**src/rtl/kesl_pkg.sv**
```systemverilog
// ----------------------------------------------------------------------------
// kesl_pkg
// shared types and constants of the kinetic energy slope limiter
// ----------------------------------------------------------------------------
package kesl_pkg;

    localparam logic [16:0] ONE_Q16   = 17'd65536;
    localparam logic [23:0] RATIO_SAT = 24'hFFFFFF;
    localparam logic [23:0] ALPHA_SAT = 24'd65536;

    // limiter modes
    localparam logic [1:0] MODE_BJ    = 2'd0;
    localparam logic [1:0] MODE_VK    = 2'd1;
    localparam logic [1:0] MODE_FIRST = 2'd2;
    localparam logic [1:0] MODE_NONE  = 2'd3;

    // item actions
    localparam logic [1:0] ACT_MEAN   = 2'd0;
    localparam logic [1:0] ACT_NBR    = 2'd1;
    localparam logic [1:0] ACT_SAMPLE = 2'd2;

    typedef struct packed {
        logic [1:0]         action;
        logic signed [31:0] vel_x;
        logic signed [31:0] vel_y;
        logic signed [31:0] vel_z;
        logic signed [31:0] total_energy;
        logic [16:0]        energy_limit;
        logic               last;
    } t_in;

    typedef struct packed {
        logic signed [31:0] lim_x;
        logic signed [31:0] lim_y;
        logic signed [31:0] lim_z;
        logic [16:0]        coefficient;
        logic               final_res;
    } t_out;

    typedef struct packed {
        logic        start;
        logic [63:0] num;
        logic [63:0] den;
        logic [23:0] sat;
    } t_div_req;

    typedef struct packed {
        logic        done;
        logic [23:0] quot;
    } t_div_rsp;

    typedef enum logic [4:0] {
        S_IDLE,
        S_SQX,
        S_SQY,
        S_SQZ,
        S_KE,
        S_RATIO,
        S_RWAIT,
        S_LIMIT,
        S_VKDIV,
        S_VKWAIT,
        S_FOLD,
        S_PWAIT,
        S_STORE,
        S_RD,
        S_EX,
        S_EY,
        S_EZ,
        S_PUT
    } t_state;

endpackage

```
**src/rtl/kesl_div.sv**
```systemverilog
// ----------------------------------------------------------------------------
// kesl_div
// sequential q16 divider: min(floor(num * 2^16 / den), sat), one bit a cycle
// ----------------------------------------------------------------------------
module kesl_div
    import kesl_pkg::*;
(
    input  logic     i_clk,
    input  logic     i_rst_n,
    input  t_div_req i_req,
    output t_div_rsp o_rsp
);

    logic        r_run;
    logic        r_done;
    logic [4:0]  r_cnt;
    logic [63:0] r_rem;
    logic [24:0] r_sh;
    logic [24:0] r_q;
    logic [63:0] r_den;
    logic [23:0] r_sat;
    logic [23:0] r_quot;

    logic [64:0] rem2;
    logic        ge;
    logic [64:0] rem_sub;
    logic [24:0] q_next;

    assign rem2    = {r_rem, r_sh[24]};
    assign ge      = rem2 >= {1'b0, r_den};
    assign rem_sub = rem2 - {1'b0, r_den};
    assign q_next  = {r_q[23:0], ge};

    always_ff @(posedge i_clk) begin
        if (!i_rst_n) begin
            r_run  <= 1'b0;
            r_done <= 1'b0;
            r_cnt  <= '0;
        end else begin
            r_done <= 1'b0;
            if (i_req.start) begin
                r_den <= i_req.den;
                r_sat <= i_req.sat;
                // quotient at or above 2^25 always saturates
                if ((i_req.num >> 9) >= i_req.den) begin
                    r_quot <= i_req.sat;
                    r_done <= 1'b1;
                end else begin
                    r_rem <= i_req.num >> 9;
                    r_sh  <= {i_req.num[8:0], 16'b0};
                    r_q   <= '0;
                    r_cnt <= '0;
                    r_run <= 1'b1;
                end
            end else if (r_run) begin
                r_rem <= ge ? rem_sub[63:0] : rem2[63:0];
                r_sh  <= {r_sh[23:0], 1'b0};
                r_q   <= q_next;
                r_cnt <= r_cnt + 5'd1;
                if (r_cnt == 5'd24) begin
                    r_run  <= 1'b0;
                    r_done <= 1'b1;
                    r_quot <= (q_next > {1'b0, r_sat}) ? r_sat : q_next[23:0];
                end
            end
        end
    end

    assign o_rsp.done = r_done;
    assign o_rsp.quot = r_quot;

endmodule

```
**config.mk**
```make
export PLATFORM = sky130hd
export DESIGN_NAME = kesl_div
export DESIGN_NICKNAME = d
export VERILOG_FILES = /design/src/rtl/kesl_pkg.sv /design/src/rtl/kesl_div.sv
export SDC_FILE = /design/constraint.sdc
export NUM_CORES = 1
export LEC_CHECK = 0
export BUFFER_PORTS_ARGS = -buffer_cell sky130_fd_sc_hd__clkbuf_2
export CORE_ASPECT_RATIO = 1.4
export CORE_MARGIN = 2
export CORE_UTILIZATION = 54
export DETAILED_ROUTE_END_ITERATION = 10
export HOLD_SLACK_MARGIN = 0.06
export MAX_ROUTING_LAYER = met4
export PLACE_DENSITY = 0.78
export REMOVE_ABC_BUFFERS = 1
export SYNTH_ARGS = -nofsm -noshare
export SYNTH_HDL_FRONTEND = slang
export SYNTH_SLANG_ARGS = --single-unit
```
**constraint.sdc**
```tcl
create_clock -name i_clk -period 6.6 [get_ports i_clk]
set_clock_uncertainty 0.15 [all_clocks]
set_input_delay 0.99 -clock i_clk [delete_from_list [all_inputs] [get_ports i_clk]]
set_output_delay 0.99 -clock i_clk [all_outputs]
set_load 0.02 [all_outputs]
```
==> results_dict.tcl <==
set metrics [dict create \
    syn2layout_area_growth_pct 13.6 \
    clock_latency_ns 0.53 \
    yosys.area.top_type "edfxtp_1" \
    worstMarginPinSlew_ns 1.09 \
    drt_first_iter_violations 732 \
    cts_resized 0 \
    crit_fanout 24 \
    post-route-min-period_ns 5.02 \
    drive_gt1_share_pct 15.7 \
    routabilityCongestion 0.997 \
    period_share_pct 76.1 \
    via_count 12502 \
    viasPerCell 6.01 \
    hold_violations 0 \
    grt_pass1_wl_um 61300 \
    synth_edf_count 209 \
    critPathKind "flip-flop to flip-flop" \
    synthDistinctLibCells 79 \
    cts_buffer_depth 3 \
    htree_levels 1 \
    final_nets 1994 \
    die_x_um 146 \
    synth.area.mux_share_pct 1.08 \
    numPortBuffers 179 \
    synth_top_family_by_area "compound AO/OA/AOI/OAI gates" \
    avgSynthCellArea_um2 9.75 \
    yosys.area.top_type_share_pct 41.4 \
    worstHoldPathType "flip-flop to flip-flop" \
    synthSimpleGateAreaFrac_pct 15.2 \
    cts_root_buf "clkbuf_16" \
    power_leakage_uw 0.00758 \
    cts.sinks 216 \
    critPathSlowestCell "a2111o_1" \
    dieArea_mm2 0.0294 \
    dpl.hpwl_um 28800 \
    synth_warnings 0 \
    fp.dieH_um 202 \
    async_reset_ff_share_pct 0 \
    synth_xor_area_share_pct 3.12 \
    routed_wl_um 38300 \
    synth-compound-area-share_pct 18.9 \
    tns_ns 0 \
    cts_tree "yes" \
    final_common_cell "edfxtp_1" \
    final_cell_mix "209 x edfxtp_1, 190 x inv_1, 178 x clkbuf_2" \
    track_usage_pct 26.3 \
    critical_path_arrival_ns 5.16 \
    status "complete, no violations" \
    synth_area_mm2 0.0152 \
    rsz0062_at_grt "no" \
    post-route-util_pct 62.3 \
    diodes 0 \
    drc 0 \
    ios 180 \
    p_total_uw 4480 \
    antenna_found_initial 0 \
    maxSlewViolCount 0 \
    postRouteAntennaNets 0 \
    cp-end-kind "flip-flop" \
    rows 72 \
    gr-total-overflow 0 \
    grt_max_degree 115 \
    seq_area_frac_synth_pct 42.3 \
    synth-adder-area-share_pct 12.1 \
    cp_data_required_time_ns 6.74 \
    core_area_mm2 0.0277 \
    worst_path_largest_cell_delay_ns 0.59 \
    startpoint_type "flip-flop" \
    drt_pass1_iterations 8 \
    placed_area_mm2 0.0163 \
    wire_per_inst_um 18.4 \
    max_freq_ghz 0.199 \
    whs_ns 0.380 \
    path_cells "ha_1 -> a21oi_1 -> o21ai_0 -> a22oi_1 -> o2111ai_1 -> o21ai_2 -> a21oi_2 -> a311o_1 -> inv_4 -> ha_1 -> nor2_1 -> a211oi_1 -> o21ai_0 -> a21oi_1 -> o21ai_1 -> a2111o_1 -> and2_4 -> o311ai_0" \
    syn_inst 1554 \
    synth_ff_type "edfxtp_1" \
    cap_violations 0 \
    clkTransAtPathRegs_ns 0.06 \
    initial_core_util_pct 54.8 \
    irDropWorstVdd_mv 0.206 \
    ys_ff_latch 216 \
    cts_setup_buffers 0 \
    cts_hold_buf 0 \
    grt_pass1_vias 12609 \
    cts_made_buffers 24 \
    setup_violations 0 \
    pwr_density_cell_mw_per_mm2 260 \
    slew-limit-headroom_pct 27.2 \
    synth.area.top_cells "edfxtp_1 41%, ha_1 12%, inv_1 4.7%, nand2_1 3.5%, a21o_1 3.4%" \
    fin_area_mm2 0.0172 \
]
[critical path, delay by kind of cell (launching register included)]
kind                       cells  cell delay (ns)
AOI/OAI and AO/OA             13             3.26
adders and majority gates      2             0.55
DFF                            1             0.40
and+or+nand+nor                2             0.35
buffers and inverters          1             0.08
[stage by stage]
stage          setup WS [ns]  cells
2_1_floorplan           1.10   1476
3_3_place_gp            1.87   2037
3_5_place_dp            1.66   2037
4_1_cts                 1.64   2081
5_1_grt                 1.26   2081
6_report                1.58   2081
[routing by layer]
metal,vias up,track usage (%),routed length [µm]
met5,-,-,0
met1,5892,29.6,14900
met3,108,2.71,2020
li1,6042,-,-
met4,0,9.98,1440
met2,460,48.0,19900
[report_power, final]
group	internal, µW	total [µW]	switching (µW)
logic	468	1180	715
registers	1640	1690	48.2
clock network	1040	1610	568
[registers in the layout, indices dropped and copies added, names as in the netlist]
| register | flops |
|---|---|
| r_run | 1 |
| r_sat | 24 |
| r_den | 64 |
| r_cnt | 5 |
| r_q | 24 |
| r_done | 1 |
| r_rem | 64 |
| r_sh | 9 |
| r_quot | 24 |
[synthesized netlist by cell type, types with 12 or more instances]
master	n
edfxtp_1	209
a21o_1	69
o311ai_0	41
nand4b_1	25
ha_1	145
nor2_1	78
xor2_1	25
a21oi_1	101
o21ai_0	50
nor2b_1	13
nand4_1	38
nand2_1	143
o21bai_1	14
a211oi_1	12
buf_2	17
o311ai_1	16
nand3b_1	38
xnor2_1	29
clkbuf_1	45
nand3_1	23
inv_1	191
nor3_1	24
o211ai_1	13
[cells by family after synthesis]
logic type               count (synthesis)
AO/OA/AOI/OAI                          409
AND/OR/NAND/NOR                        444
flip-flops                             216
adder cells (fa/ha/maj)                146
XOR/XNOR                                54
multiplexers                            15
buffers and inverters                  270
[path summary, 6_finish.rpt]
check                        startpoint  cells after the start                     to  slack (ns)
hold / removal    r_cnt[0]$_SDFFE_PN0P_                      2  r_cnt[0]$_SDFFE_PN0P_        0.38
setup / recovery    r_rem[11]$_DFFE_PP_                     18   r_quot[21]$_DFFE_PP_        1.58
setup reg to reg    r_rem[11]$_DFFE_PP_                     18   r_quot[21]$_DFFE_PP_        1.58
hold reg to reg   r_cnt[0]$_SDFFE_PN0P_                      2  r_cnt[0]$_SDFFE_PN0P_        0.38
[area by class of cell]
| class | count | area (µm²) |
|---|---|---|
| Timing Repair Buffer | 191 | 992 |
| Clock buffer | 25 | 626 |
| Inverter | 192 | 724 |
| Tap cell | 370 | 463 |
| Sequential cell | 216 | 6420 |
| Fill cell | 2286 | 10400 |
| Clock inverter | 19 | 335 |
| Multi-Input combinational cell | 1068 | 7660 |
(Power assumes the default switching activity.)
